[src/design/php_pkg.sv]
// Shared types and constants for the packet header parser.
package php_pkg;

  // Byte values that steer header decoding
  localparam logic [7:0] TAG_CLASS_MASK = 8'hC0;
  localparam logic [7:0] TAG_OLD_FORMAT = 8'h80;
  localparam logic [7:0] TAG_NEW_FORMAT = 8'hC0;
  localparam logic [7:0] LEN_TWO_LIMIT  = 8'hC0;
  localparam logic [7:0] LEN_TWO_MASK   = 8'hE0;
  localparam logic [7:0] LEN_HIGH_MASK  = 8'h3F;
  localparam logic [31:0] LEN_TWO_BIAS  = 32'd192;

  // Old-format length-of-length code that is not supported
  localparam logic [1:0] OLD_CODE_BAD = 2'd3;

  // Result status codes
  localparam logic [1:0] ST_OK    = 2'd0;
  localparam logic [1:0] ST_BAD   = 2'd1;
  localparam logic [1:0] ST_TRUNC = 2'd2;
  localparam logic [1:0] ST_END   = 2'd3;

  // One classified input byte, as held in the queue
  typedef struct packed {
    logic       eoi;        // end of stream, no byte carried
    logic [7:0] data;       // raw byte
    logic       old_ok;     // old-format tag with a supported length code
    logic       new_tag;    // new-format tag
    logic [2:0] old_bytes;  // length bytes that follow an old-format tag
    logic       len_one;    // new-format length complete in this byte
    logic       len_two;    // new-format length needs a second byte
  } php_item_t;

endpackage

[src/design/php_front.sv]
// Front end: accept input bytes and classify them for the decoder.
module php_front (
  input  logic               in_tvalid,
  output logic               in_tready,
  input  logic [7:0]         in_tdata,
  input  logic [0:0]         in_tuser,
  input  logic               q_full,
  output logic               q_push,
  output php_pkg::php_item_t q_item
);
  import php_pkg::*;

  logic [1:0] code;

  assign in_tready = !q_full;
  assign q_push    = in_tvalid && !q_full;
  assign code      = in_tdata[1:0];

  always_comb begin
    q_item         = '0;
    q_item.eoi     = in_tuser[0];
    q_item.data    = in_tdata;
    q_item.old_ok  = ((in_tdata & TAG_CLASS_MASK) == TAG_OLD_FORMAT) && (code != OLD_CODE_BAD);
    q_item.new_tag = (in_tdata & TAG_CLASS_MASK) == TAG_NEW_FORMAT;
    case (code)
      2'd0:    q_item.old_bytes = 3'd1;
      2'd1:    q_item.old_bytes = 3'd2;
      2'd2:    q_item.old_bytes = 3'd4;
      default: q_item.old_bytes = 3'd0;
    endcase
    q_item.len_one = in_tdata < LEN_TWO_LIMIT;
    q_item.len_two = (in_tdata & LEN_TWO_MASK) == LEN_TWO_LIMIT;
  end

endmodule

[src/design/php_queue.sv]
// Short queue of classified bytes between front end and decoder.
module php_queue #(
  parameter int DEPTH = 4
) (
  input  logic               clk,
  input  logic               rst_n,
  input  logic               push,
  input  php_pkg::php_item_t push_item,
  output logic               full,
  input  logic               pop,
  output logic               pop_valid,
  output php_pkg::php_item_t pop_item
);
  import php_pkg::*;

  localparam int PW = (DEPTH > 1) ? $clog2(DEPTH) : 1;
  localparam int CW = $clog2(DEPTH + 1);

  php_item_t         entries_r [DEPTH];
  logic [PW-1:0]     wr_ptr_r, wr_ptr_nxt;
  logic [PW-1:0]     rd_ptr_r, rd_ptr_nxt;
  logic [CW-1:0]     count_r, count_nxt;

  assign full      = count_r == CW'(DEPTH);
  assign pop_valid = count_r != '0;
  assign pop_item  = entries_r[rd_ptr_r];

  always_comb begin
    wr_ptr_nxt = wr_ptr_r;
    rd_ptr_nxt = rd_ptr_r;
    count_nxt  = count_r;
    if (push) begin
      wr_ptr_nxt = (wr_ptr_r == PW'(DEPTH - 1)) ? '0 : wr_ptr_r + 1'b1;
    end
    if (pop) begin
      rd_ptr_nxt = (rd_ptr_r == PW'(DEPTH - 1)) ? '0 : rd_ptr_r + 1'b1;
    end
    if (push && !pop) begin
      count_nxt = count_r + 1'b1;
    end else if (pop && !push) begin
      count_nxt = count_r - 1'b1;
    end
  end

  always_ff @(posedge clk) begin
    if (!rst_n) begin
      wr_ptr_r <= '0;
      rd_ptr_r <= '0;
      count_r  <= '0;
    end else begin
      wr_ptr_r <= wr_ptr_nxt;
      rd_ptr_r <= rd_ptr_nxt;
      count_r  <= count_nxt;
    end
  end

  always_ff @(posedge clk) begin
    if (push) begin
      entries_r[wr_ptr_r] <= push_item;
    end
  end

endmodule

[src/design/php_back.sv]
// Decoder: run the header state machine and hold the result register.
module php_back (
  input  logic               clk,
  input  logic               rst_n,
  input  logic               q_valid,
  input  php_pkg::php_item_t q_item,
  output logic               q_pop,
  output logic               out_tvalid,
  input  logic               out_tready,
  output logic [39:0]        out_tdata,
  output logic [1:0]         out_tuser
);
  import php_pkg::*;

  typedef enum logic [3:0] {
    PH_TAG        = 4'b0001,
    PH_OLD_LEN    = 4'b0010,
    PH_NEW_FIRST  = 4'b0100,
    PH_NEW_SECOND = 4'b1000
  } php_phase_t;

  php_phase_t  phase_r, phase_nxt;
  logic [7:0]  held_tag_r, held_tag_nxt;
  logic [31:0] acc_r, acc_nxt;
  logic [2:0]  bytes_left_r, bytes_left_nxt;
  logic        out_valid_r, out_valid_nxt;
  logic [7:0]  out_tag_r;
  logic [31:0] out_len_r;
  logic [1:0]  out_status_r;

  logic        emit;
  logic [7:0]  emit_tag;
  logic [31:0] emit_len;
  logic [1:0]  emit_status;
  logic [31:0] acc_shift;
  logic [2:0]  bytes_dec;

  assign q_pop      = q_valid && (!out_valid_r || out_tready);
  assign acc_shift  = {acc_r[23:0], q_item.data};
  assign bytes_dec  = (bytes_left_r != 3'd0) ? bytes_left_r - 3'd1 : 3'd0;

  always_comb begin
    phase_nxt      = phase_r;
    held_tag_nxt   = held_tag_r;
    acc_nxt        = acc_r;
    bytes_left_nxt = bytes_left_r;
    emit           = 1'b0;
    emit_tag       = '0;
    emit_len       = '0;
    emit_status    = ST_OK;
    if (q_pop) begin
      if (q_item.eoi) begin
        emit        = 1'b1;
        emit_status = (phase_r == PH_TAG) ? ST_END : ST_TRUNC;
      end else begin
        case (phase_r)
          PH_OLD_LEN: begin
            acc_nxt        = acc_shift;
            bytes_left_nxt = bytes_dec;
            if (bytes_dec == 3'd0) begin
              emit     = 1'b1;
              emit_tag = held_tag_r;
              emit_len = acc_shift;
            end
          end
          PH_NEW_FIRST: begin
            if (q_item.len_one) begin
              acc_nxt  = {24'd0, q_item.data};
              emit     = 1'b1;
              emit_tag = held_tag_r;
              emit_len = {24'd0, q_item.data};
            end else if (q_item.len_two) begin
              acc_nxt   = {24'd0, q_item.data & LEN_HIGH_MASK};
              phase_nxt = PH_NEW_SECOND;
            end else begin
              emit        = 1'b1;
              emit_status = ST_BAD;
            end
          end
          PH_NEW_SECOND: begin
            acc_nxt  = acc_shift + LEN_TWO_BIAS;
            emit     = 1'b1;
            emit_tag = held_tag_r;
            emit_len = acc_shift + LEN_TWO_BIAS;
          end
          default: begin
            // waiting for a tag byte
            held_tag_nxt = q_item.data;
            acc_nxt      = '0;
            if (q_item.old_ok) begin
              bytes_left_nxt = q_item.old_bytes;
              phase_nxt      = PH_OLD_LEN;
            end else if (q_item.new_tag) begin
              phase_nxt = PH_NEW_FIRST;
            end else begin
              emit        = 1'b1;
              emit_status = ST_BAD;
            end
          end
        endcase
      end
      if (emit) begin
        phase_nxt      = PH_TAG;
        bytes_left_nxt = 3'd0;
      end
    end
  end

  always_comb begin
    if (emit) begin
      out_valid_nxt = 1'b1;
    end else if (out_tready) begin
      out_valid_nxt = 1'b0;
    end else begin
      out_valid_nxt = out_valid_r;
    end
  end

  always_ff @(posedge clk) begin
    if (!rst_n) begin
      phase_r      <= PH_TAG;
      bytes_left_r <= 3'd0;
      out_valid_r  <= 1'b0;
    end else begin
      phase_r      <= phase_nxt;
      bytes_left_r <= bytes_left_nxt;
      out_valid_r  <= out_valid_nxt;
    end
  end

  always_ff @(posedge clk) begin
    held_tag_r <= held_tag_nxt;
    acc_r      <= acc_nxt;
    if (emit) begin
      out_tag_r    <= emit_tag;
      out_len_r    <= emit_len;
      out_status_r <= emit_status;
    end
  end

  assign out_tvalid = out_valid_r;
  assign out_tdata  = {out_len_r, out_tag_r};
  assign out_tuser  = out_status_r;

endmodule

[src/design/packet_header_parser.sv]
// Top level of the packet header parser: front end, queue and decoder.
//
//  channel | direction | tdata                          | tuser
//  --------+-----------+--------------------------------+-----------------
//  in_     | slave     | [7:0] data_byte                | [0] end_of_input
//  out_    | master    | [7:0] tag_byte, [39:8] length  | [1:0] status
//
// Sustains one byte per cycle while the queue has room. A taken byte is
// written into the queue and popped by the decoder once the result register
// is free or draining; a completed result is shown on out_ from that register.
// Reset is synchronous and active low; it empties the queue, returns the
// decoder to waiting for a tag byte and drops any pending result.
// Back-pressure on out_ stalls only the decoder; the queue of QUEUE_DEPTH
// entries keeps taking bytes until it fills, then in_tready falls.
module packet_header_parser #(
  parameter int QUEUE_DEPTH = 4
) (
  input  logic        clk,
  input  logic        rst_n,
  // input transactions: one stream byte or an end-of-stream mark
  input  logic        in_tvalid,
  output logic        in_tready,
  input  logic [7:0]  in_tdata,   // [7:0] data_byte
  input  logic [0:0]  in_tuser,   // [0] end_of_input
  // result transactions
  output logic        out_tvalid,
  input  logic        out_tready,
  output logic [39:0] out_tdata,  // [7:0] tag_byte, [39:8] body_length
  output logic [1:0]  out_tuser   // [1:0] status
);
  import php_pkg::*;

  // Front end to queue
  logic      q_push;
  logic      q_full;
  php_item_t q_push_item;

  // Queue to decoder
  logic      q_pop;
  logic      q_valid;
  php_item_t q_pop_item;

  // Classify each accepted byte; hold off input only when the queue is full
  php_front u_front (
    .in_tvalid (in_tvalid),
    .in_tready (in_tready),
    .in_tdata  (in_tdata),
    .in_tuser  (in_tuser),
    .q_full    (q_full),
    .q_push    (q_push),
    .q_item    (q_push_item)
  );

  // Decouple input acceptance from result back-pressure
  php_queue #(
    .DEPTH (QUEUE_DEPTH)
  ) u_queue (
    .clk       (clk),
    .rst_n     (rst_n),
    .push      (q_push),
    .push_item (q_push_item),
    .full      (q_full),
    .pop       (q_pop),
    .pop_valid (q_valid),
    .pop_item  (q_pop_item)
  );

  // Advance the header state machine by one queued byte per cycle whenever
  // the result register is free or being drained
  php_back u_back (
    .clk        (clk),
    .rst_n      (rst_n),
    .q_valid    (q_valid),
    .q_item     (q_pop_item),
    .q_pop      (q_pop),
    .out_tvalid (out_tvalid),
    .out_tready (out_tready),
    .out_tdata  (out_tdata),
    .out_tuser  (out_tuser)
  );

endmodule

[config.mk]
export PLATFORM = sky130hd
export DESIGN_NAME = packet_header_parser
export DESIGN_NICKNAME = d
export VERILOG_FILES = /design/src/design/php_pkg.sv /design/src/design/php_front.sv /design/src/design/php_queue.sv /design/src/design/php_back.sv /design/src/design/packet_header_parser.sv
export SDC_FILE = /design/constraint.sdc
export NUM_CORES = 1
export LEC_CHECK = 0
export BUFFER_PORTS_ARGS = -buffer_cell sky130_fd_sc_hd__buf_2
export CAP_MARGIN = 20
export CORE_MARGIN = 1
export CORE_UTILIZATION = 50
export CTS_CLUSTER_SIZE = 20
export DETAILED_ROUTE_END_ITERATION = 8
export GPL_TIMING_DRIVEN = 0
export PLACE_DENSITY = 0.7
export SLEW_MARGIN = 20
export SYNTH_ARGS = -nofsm -noshare
export SYNTH_HDL_FRONTEND = slang
export SYNTH_SLANG_ARGS = --single-unit
[constraint.sdc]
create_clock -name clk -period 3.7 [get_ports clk]
set_clock_uncertainty 0.15 [all_clocks]
set_input_delay 0.555 -clock clk [delete_from_list [all_inputs] [get_ports clk]]
set_output_delay 0.555 -clock clk [all_outputs]
set_load 0.05 [all_outputs]
==> run_results.csv, run 1 <==
group,metric,value,unit
clock_network,ctsResizeCount,0,
die,io_pins,57,
clock_network,cts_buffers,17,
grt,use_met2,36.0,%
grt,gr-max-usage-layer,"met2",
timing,tightest_slew,1.03,ns
worst_setup_path,cp.required,3.86,ns
synth,synth_area_leaders,"edfxtp_1 (61%), mux4_2 (5.3%), dfxtp_1 (5.0%)",
worst_setup_path,r2r-end,"u_back.phase_r[0]",
pwr,p_per_area,888,mW/mm^2
clock_network,postCtsSetupBuffers,0,
clock_network,cts_tree,"built",
die,start_util,51.4,%
routing,vias,4476,
final_layout,layout_common_cells,"edfxtp_1 (138), buf_2 (57), nand2_1 (35), o21ai_0 (34), nor2_1 (30)",
worst_setup_path,endpoint_kind,"register",
worst_setup_path,cp_max_fo,26,
grt,antenna_found_initial,0,
run_status,status,"completed",
timing,hold_violations,0,
worst_setup_path,path_class,"reg2reg",
grt,grtUsageMet1,25.1,%
synth,yosysTopAreaCell,"edfxtp_1",
synth,synth_top_family_by_area,"simple AND/OR/NAND/NOR gates",
routing,drt_wl_total,13900,um
pwr,p_leak,2.91,nW
timing,timing.fmax,321,MHz
worst_setup_path,r2r_slack,0.58,ns
die,fp.dieW,119,um
die,fp-row-count,42,
synth,seq_area_frac_synth,65.6,%
synth,synth-xor-area-share,0.384,%
timing,rsz0062_at_grt,"no",
grt,grt_pass1_wl,22200,um
clock_network,cts_max_level,4,
routing,first_pass_iters,5,
synth,syn-instance-count,503,
timing,finalCriticalPeriod,3.12,ns
placed_design,place_congestion,0.889,
flow_run,maxCapViolCount,0,
synth,netlist_area,0.00684,sq mm
clock_network,cts_hold_buf,0,
synth,syn-num-nets,524,
final_layout,fin_util,60.1,%
timing,setup_violations,0,
worst_setup_path,reg2reg_depth,8,
grt,first_global_vias,4391,
routing,post-route-drc-count,0,
worst_hold_path,worstHoldPathType,"in2reg",
worst_setup_path,critPathLaunchType,"register",
final_layout,n_antenna_cell,0,
die,die_area,0.0141,sq mm
synth,ys.flop_type,"edfxtp_1",
final_layout,synthToLayoutAreaGrowth,17.0,%
final_layout,finish.instance_area,0.00800,sq mm
grt,grt_overflow,0,
clock_network,clockBufferDepth,2,
die,die_h,119,um
worst_setup_path,critPathCapture,"u_back.phase_r[0]",
timing,slew_violations,0,
synth,synth_top_area_share,60.6,%
grt,grt_max_degree,27,
synth,synth-edff-count,138,
synth,avgSynthCellArea,13.6,sq um
clock_network,cts_sinks,155,
worst_setup_path,worst_ep_arrival_time,3.28,ns
routing,ant_nets,0,
routing,vias_per_cell,5.84,
synth,synthAdderAreaFrac,1.57,%
final_layout,drive_gt1_share,19.8,%
synth,synth_mux_area_share,6.15,%
clock_network,clk_latency,0.43,ns
synth,yosys_warnings,0,
timing,min_period_over_period,84.3,%
placed_design,place_hpwl,9490,um
timing,slew_headroom,31.2,%
synth,synth_cell_types,56,
synth,synth_compound_area_share,9.85,%
synth,synth-seq-cells,155,
final_layout,nNetsFinal,599,
clock_network,path_clk_slew,0.06,ns
pwr,peakVddDrop,0.463,mV
synth,yosys.area_share.simple,13.7,%
routing,avgRoutedWirePerCell,18.1,um
synth,ys_async_sr_fraction,0,%
die,coreArea,0.0133,sq mm
placed_design,placed_area,0.00737,sq mm
grt,gr-usage-met3,4.84,%
routing,drt_iter0_drc,248,
grt,grt_usage,20.9,%
clock_network,cts-root-buf,"clkbuf_16",
final_layout,final_common_cell,"edfxtp_1",
placed_design,io_buffers,55,
[through the flow]
step | setup WS [ns] | hold WS [ns] | power, W | instances | setup TNS, ns
final | 0.581 | 0.194 | 0.00710 | 767 | 0
after global routing | 0.371 | 0.184 | 0.00741 | 767 | 0
after CTS | 0.544 | 0.174 | 0.00714 | 767 | 0
after detailed placement | 0.584 | 0.346 | 0.00533 | 735 | 0
after global placement | -0.310 | 0.318 | 0.00520 | 734 | -13.10
after floorplan | 0.508 | 0.304 | 0.00465 | 503 | 0
[sequential cells by signal, indices dropped and copies added, names as in the netlist, named ones only]
name / count
u_back.acc_r: 24
u_back.bytes_left_r: 3
u_back.held_tag_r: 8
u_back.out_len_r: 32
u_back.out_tag_r: 8
u_back.out_tuser: 2
u_back.out_tvalid: 1
u_back.phase_r: 4
u_queue.count_r: 3
u_queue.entries_r: 64
u_queue.rd_ptr_r: 2
u_queue.wr_ptr_r: 2
[critical path, stage by stage, from the launching register on]
cell and delay (ns):
dfxtp_1 0.30, buf_2 0.21, clkbuf_1 0.53, mux4_2 0.34, nor2_1 0.07, a221oi_1 0.61
nor2_4 0.26, buf_16 0.25, a211o_1 0.28
[logic make-up (layout without fill, tap and decap cells)]
group           Yosys count  count (layout)
simple gates            171             171
flops                   155             155
compound gates          104             104
buf+inv                  40             128
mux                      22              22
fa+ha+maj                 8               8
xor+xnor                  3               3
[how the worst min path moves through the flow]
stage | from | end | slack, ns | cells past startpoint
5_1_grt | in_tdata[4] | u_queue.entries_r[0][11] | 0.18 | 1
4_1_cts | in_tdata[4] | u_queue.entries_r[0][11] | 0.17 | 1
2_1_floorplan | u_queue.rd_ptr_r[1] | register | 0.30 | 2
3_5_place_dp | u_queue.rd_ptr_r[1] | register | 0.35 | 2
6_report | in_tdata[4] | u_queue.entries_r[3][11] | 0.19 | 1
3_3_place_gp | u_queue.rd_ptr_r[1] | u_queue.rd_ptr_r[1] | 0.32 | 2
[layer usage]
| layer | wire length (um) | up-vias |
|---|---|---|
| li1 | - | 2095 |
| met1 | 5870 | 2200 |
| met2 | 7000 | 146 |
| met3 | 671 | 35 |
| met4 | 371 | 0 |
| met5 | 0 | - |
[cell usage after synthesis (all sizes together) (6+ instances only)]
master / number
edfxtp: 138
nand2: 35
o21ai: 34
nor2: 32
a21oi: 26
and2: 22
clkbuf: 20
dfxtp: 17
mux4: 16
and3: 12
nand3: 11
inv: 10
nor2b: 10
or3: 10
buf: 9
a31oi: 8
nor3: 8
ha: 7
and4: 6
mux2i: 6
nand4: 6
[where the power goes]
part / internal, W / total (W) / switching (W)
logic: 0.000681 / 0.00248 / 0.00180
clock network: 0.00113 / 0.00181 / 0.000683
registers: 0.00257 / 0.00281 / 0.000245
[area by class of cell]
type                       count  area (sq um)
tap                          176           220
sequential                   155          4480
fill                        1045          5300
clock inverter                14           194
timing repair buffer          56           303
buffer                        29           145
inverter                      11          41.3
multi-input combinational    308          2180
clock buffer                  18           429
Power figures use the tool's default switching activity.
==> run 2: changes to the inputs <==
--- a/config.mk
+++ b/config.mk
@@ -5,6 +5,7 @@
 export SDC_FILE = /design/constraint.sdc
 export NUM_CORES = 1
 export LEC_CHECK = 0
+export ABC_AREA = 1
 export BUFFER_PORTS_ARGS = -buffer_cell sky130_fd_sc_hd__buf_2
 export CAP_MARGIN = 20
 export CORE_MARGIN = 1
@@ -12,7 +13,7 @@
 export CTS_CLUSTER_SIZE = 20
 export DETAILED_ROUTE_END_ITERATION = 8
 export GPL_TIMING_DRIVEN = 0
-export PLACE_DENSITY = 0.7
+export PLACE_DENSITY = 0.67
 export SLEW_MARGIN = 20
 export SYNTH_ARGS = -nofsm -noshare
 export SYNTH_HDL_FRONTEND = slang
==> constraint.sdc (replaced) <==
create_clock -name clk -period 3 [get_ports clk]
set_clock_uncertainty 0.15 [all_clocks]
set_input_delay 0.45 -clock clk [delete_from_list [all_inputs] [get_ports clk]]
set_output_delay 0.45 -clock clk [all_outputs]
set_load 0.05 [all_outputs]
==> run 2 against run 1 <==
  * Synthesized area up 5.2%
  * Wire length up 15%
  * Count of clock-buffer cells in the layout up 2
  * Synthesized cell count up 41%
  * Fmax up 13%
  * Core utilization down 0.62 points
  * Non-clock buffer count down 5
  * Clock power up 10%
  * Total power up 32%
  * First-iteration DRC count up 69%
==> run_results.csv, run 2 <==
group,metric,value,unit
routing,ant_nets,0,
synth,yosysTopAreaCell,"edfxtp_1",
final_layout,n_antenna_cell,0,
routing,met1_length,6700,um
final_layout,register_area,0.00448,sq mm
routing,post-route-drc-count,0,
routing,first_pass_iters,7,
timing,finalCriticalPeriod,2.76,ns
synth,netlist_area,0.00719,sq mm
synth,synth_area_leaders,"edfxtp_1 (58%), nand2_1 (7.6%), dfxtp_1 (4.7%)",
run_status,status,"completed",
synth,seq_area_frac_synth,62.4,%
final_layout,nNetsFinal,810,
synth,synth_top_area_share,57.6,%
timing,setup_tns,0,ns
flow_run,maxCapViolCount,0,
grt,grt_overflow,0,
clock_network,cts_buffers,17,
grt,grt_max_degree,44,
die,io_pins,57,
clock_network,cts_sinks,155,
final_layout,top_register,"u_queue.entries_r",
routing,drt_iter0_drc,418,
clock_network,cts_tree,"built",
final_layout,multi_input_area,0.00223,sq mm
clock_network,clockBufferDepth,2,
synth,ys.flop_type,"edfxtp_1",
synth,synth-edff-count,138,
worst_hold_path,hold_path_depth,1,
synth,yosys.cell_count.top_type,"nand2_1",
pwr,p_per_area,1130,mW/mm^2
clock_network,cts-root-buf,"clkbuf_16",
synth,syn-num-nets,731,
die,start_util,51.6,%
die,fp-row-count,43,
synth,syn-instance-count,710,
clock_network,postCtsSetupBuffers,0,
timing,rsz0062_at_grt,"no",
synth,ys_async_sr_fraction,0,%
pwr,p_leak,3.34,nW
timing,slew_violations,0,
final_layout,largest_reg_flops,64,
routing,vias_per_cell,5.36,
synth,synth-seq-cells,155,
clock_network,cts_max_level,4,
clock_network,cts_hold_buf,0,
pwr,peakVddDrop,0.629,mV
worst_setup_path,path_class,"reg2reg",
clock_network,clk_latency,0.43,ns
die,die_h,122,um
die,fp.dieW,122,um
grt,grt_usage,23.2,%
worst_setup_path,r2r_slack,0.24,ns
die,coreArea,0.0139,sq mm
synth,synth_cell_types,45,
worst_hold_path,worstHoldPathType,"in2reg",
synth,avgSynthCellArea,10.1,sq um
synth,synth_common_cells,"nand2_1 (145), edfxtp_1 (138), inv_1 (88)",
grt,antenna_found_initial,0,
routing,highest_layer,"met4",
grt,grt_pass1_wl,25700,um
timing,slew_headroom,31.2,%
routing,vias,5255,
placed_design,place_hpwl,11500,um
timing,min_period_over_period,92.1,%
synth,yosys_warnings,0,
worst_setup_path,reg2reg_depth,13,
final_layout,top_regs,"u_queue.entries_r: 64 flops, u_back.out_len_r: 32 flops, u_back.acc_r: 24 flops",
routing,avgRoutedWirePerCell,16.3,um
worst_setup_path,worst_ep_arrival_time,2.76,ns
die,die_area,0.0149,sq mm
worst_setup_path,endpoint_kind,"register",
timing,tightest_slew,1.03,ns
worst_setup_path,critPathLaunchType,"register",
worst_setup_path,cp_max_fo,10,
worst_setup_path,cp.required,3.00,ns
routing,wl_met3,555,um
grt,first_global_vias,5193,
placed_design,io_buffers,56,
final_layout,fin_util,59.5,%
final_layout,layout_common_cells,"nand2_1 (145), edfxtp_1 (138), inv_1 (88), nor2_1 (72), buf_2 (65)",
final_layout,final_common_cell,"nand2_1",
timing,hold_violations,0,
clock_network,path_clk_slew,0.06,ns
timing,timing.fmax,362,MHz
final_layout,drive_gt1_share,17.9,%
clock_network,ctsResizeCount,0,
final_layout,fillers,1161,
placed_design,place_congestion,0.929,
timing,setup_violations,0,
routing,met2_length,8380,um
final_layout,synthToLayoutAreaGrowth,15.4,%
routing,drt_wl_total,16000,um
## run 2: cell count changes in the layout (fill, tap and decap cells not counted), sizes merged, moves of 10 or more
cell    change
and2       -21
nand3      +37
nand2     +122
inv        +85
clkbuf     -14
buf        +11
a21oi      +26
and3       -12
nor2b      -10
or3        -10
nor2       +54
mux4       -16
## run 2: final timing paths
check | start | endpoint
worst max-delay path | register | u_back.acc_r[20]
worst min-delay path | in_tuser | u_queue.entries_r[2][15]
worst max register to register | register | u_back.acc_r[20]
worst min register to register | u_queue.count_r[2] | u_queue.count_r[2]
## run 2: final cells by class
class | count | area share, %
Buffer | 20 | 1.45
Inverter | 97 | 4.39
Clock buffer | 20 | 5.26
Tap cell | 180 | 2.72
Timing Repair Buffer | 60 | 3.97
Clock inverter | 11 | 1.25
Sequential cell | 155 | 54.1
Multi-Input combinational cell | 438 | 26.9
## run 2: worst max-delay path: stages, from the launching register on
cell	delay [ns]
dfxtp_1	0.45
buf_6	0.19
nand2_1	0.06
nand3_1	0.09
nand2_2	0.11
ha_1	0.30
nor2_8	0.16
nand2_4	0.08
nor3_4	0.14
nand2_2	0.16
nor2_2	0.14
nand2_1	0.08
o211ai_1	0.22
o21ai_0	0.15
## run 2: per-stage QoR
step	setup WS (ns)	hold WS, ns	cell area (sq um)	total power, W	std cells
4_1_cts	0.255	0.0763	8290	0.00941	981
5_1_grt	0.00744	0.0891	8290	0.00989	981
3_3_place_gp	0.251	0.322	7690	0.00731	946
2_1_floorplan	0.571	0.309	7190	0.00642	710
6_report	0.236	0.0817	8290	0.00937	981
3_5_place_dp	0.262	0.343	7750	0.00742	950
## run 2: cell families (layout without fill, tap and decap cells)
| kind of cell | Yosys count | in the layout | share of synthesized area [%] |
|---|---|---|---|
| AND/OR/NAND/NOR | 317 | 317 | 20.3 |
| flip-flops | 155 | 155 | 62.4 |
| buffers and inverters | 117 | 208 | 6.73 |
| AO/OA/AOI/OAI | 112 | 112 | 9.00 |
| adder cells (fa/ha/maj) | 8 | 8 | 1.50 |
| XOR/XNOR | 1 | 1 | 0.122 |
## run 2: layer usage
layer | vias up | GRT usage (%)
met5 | - | 0
met4 | 0 | 11.7
met3 | 30 | 3.98
met2 | 144 | 40.1
met1 | 2510 | 27.9
li1 | 2571 | -
## run 2: where the power goes
group | switching (W) | internal (W) | leakage (nW)
Clock | 0.000796 | 0.00120 | 0.259
Combinational | 0.00287 | 0.000840 | 1.63
Sequential | 0.000385 | 0.00328 | 1.45
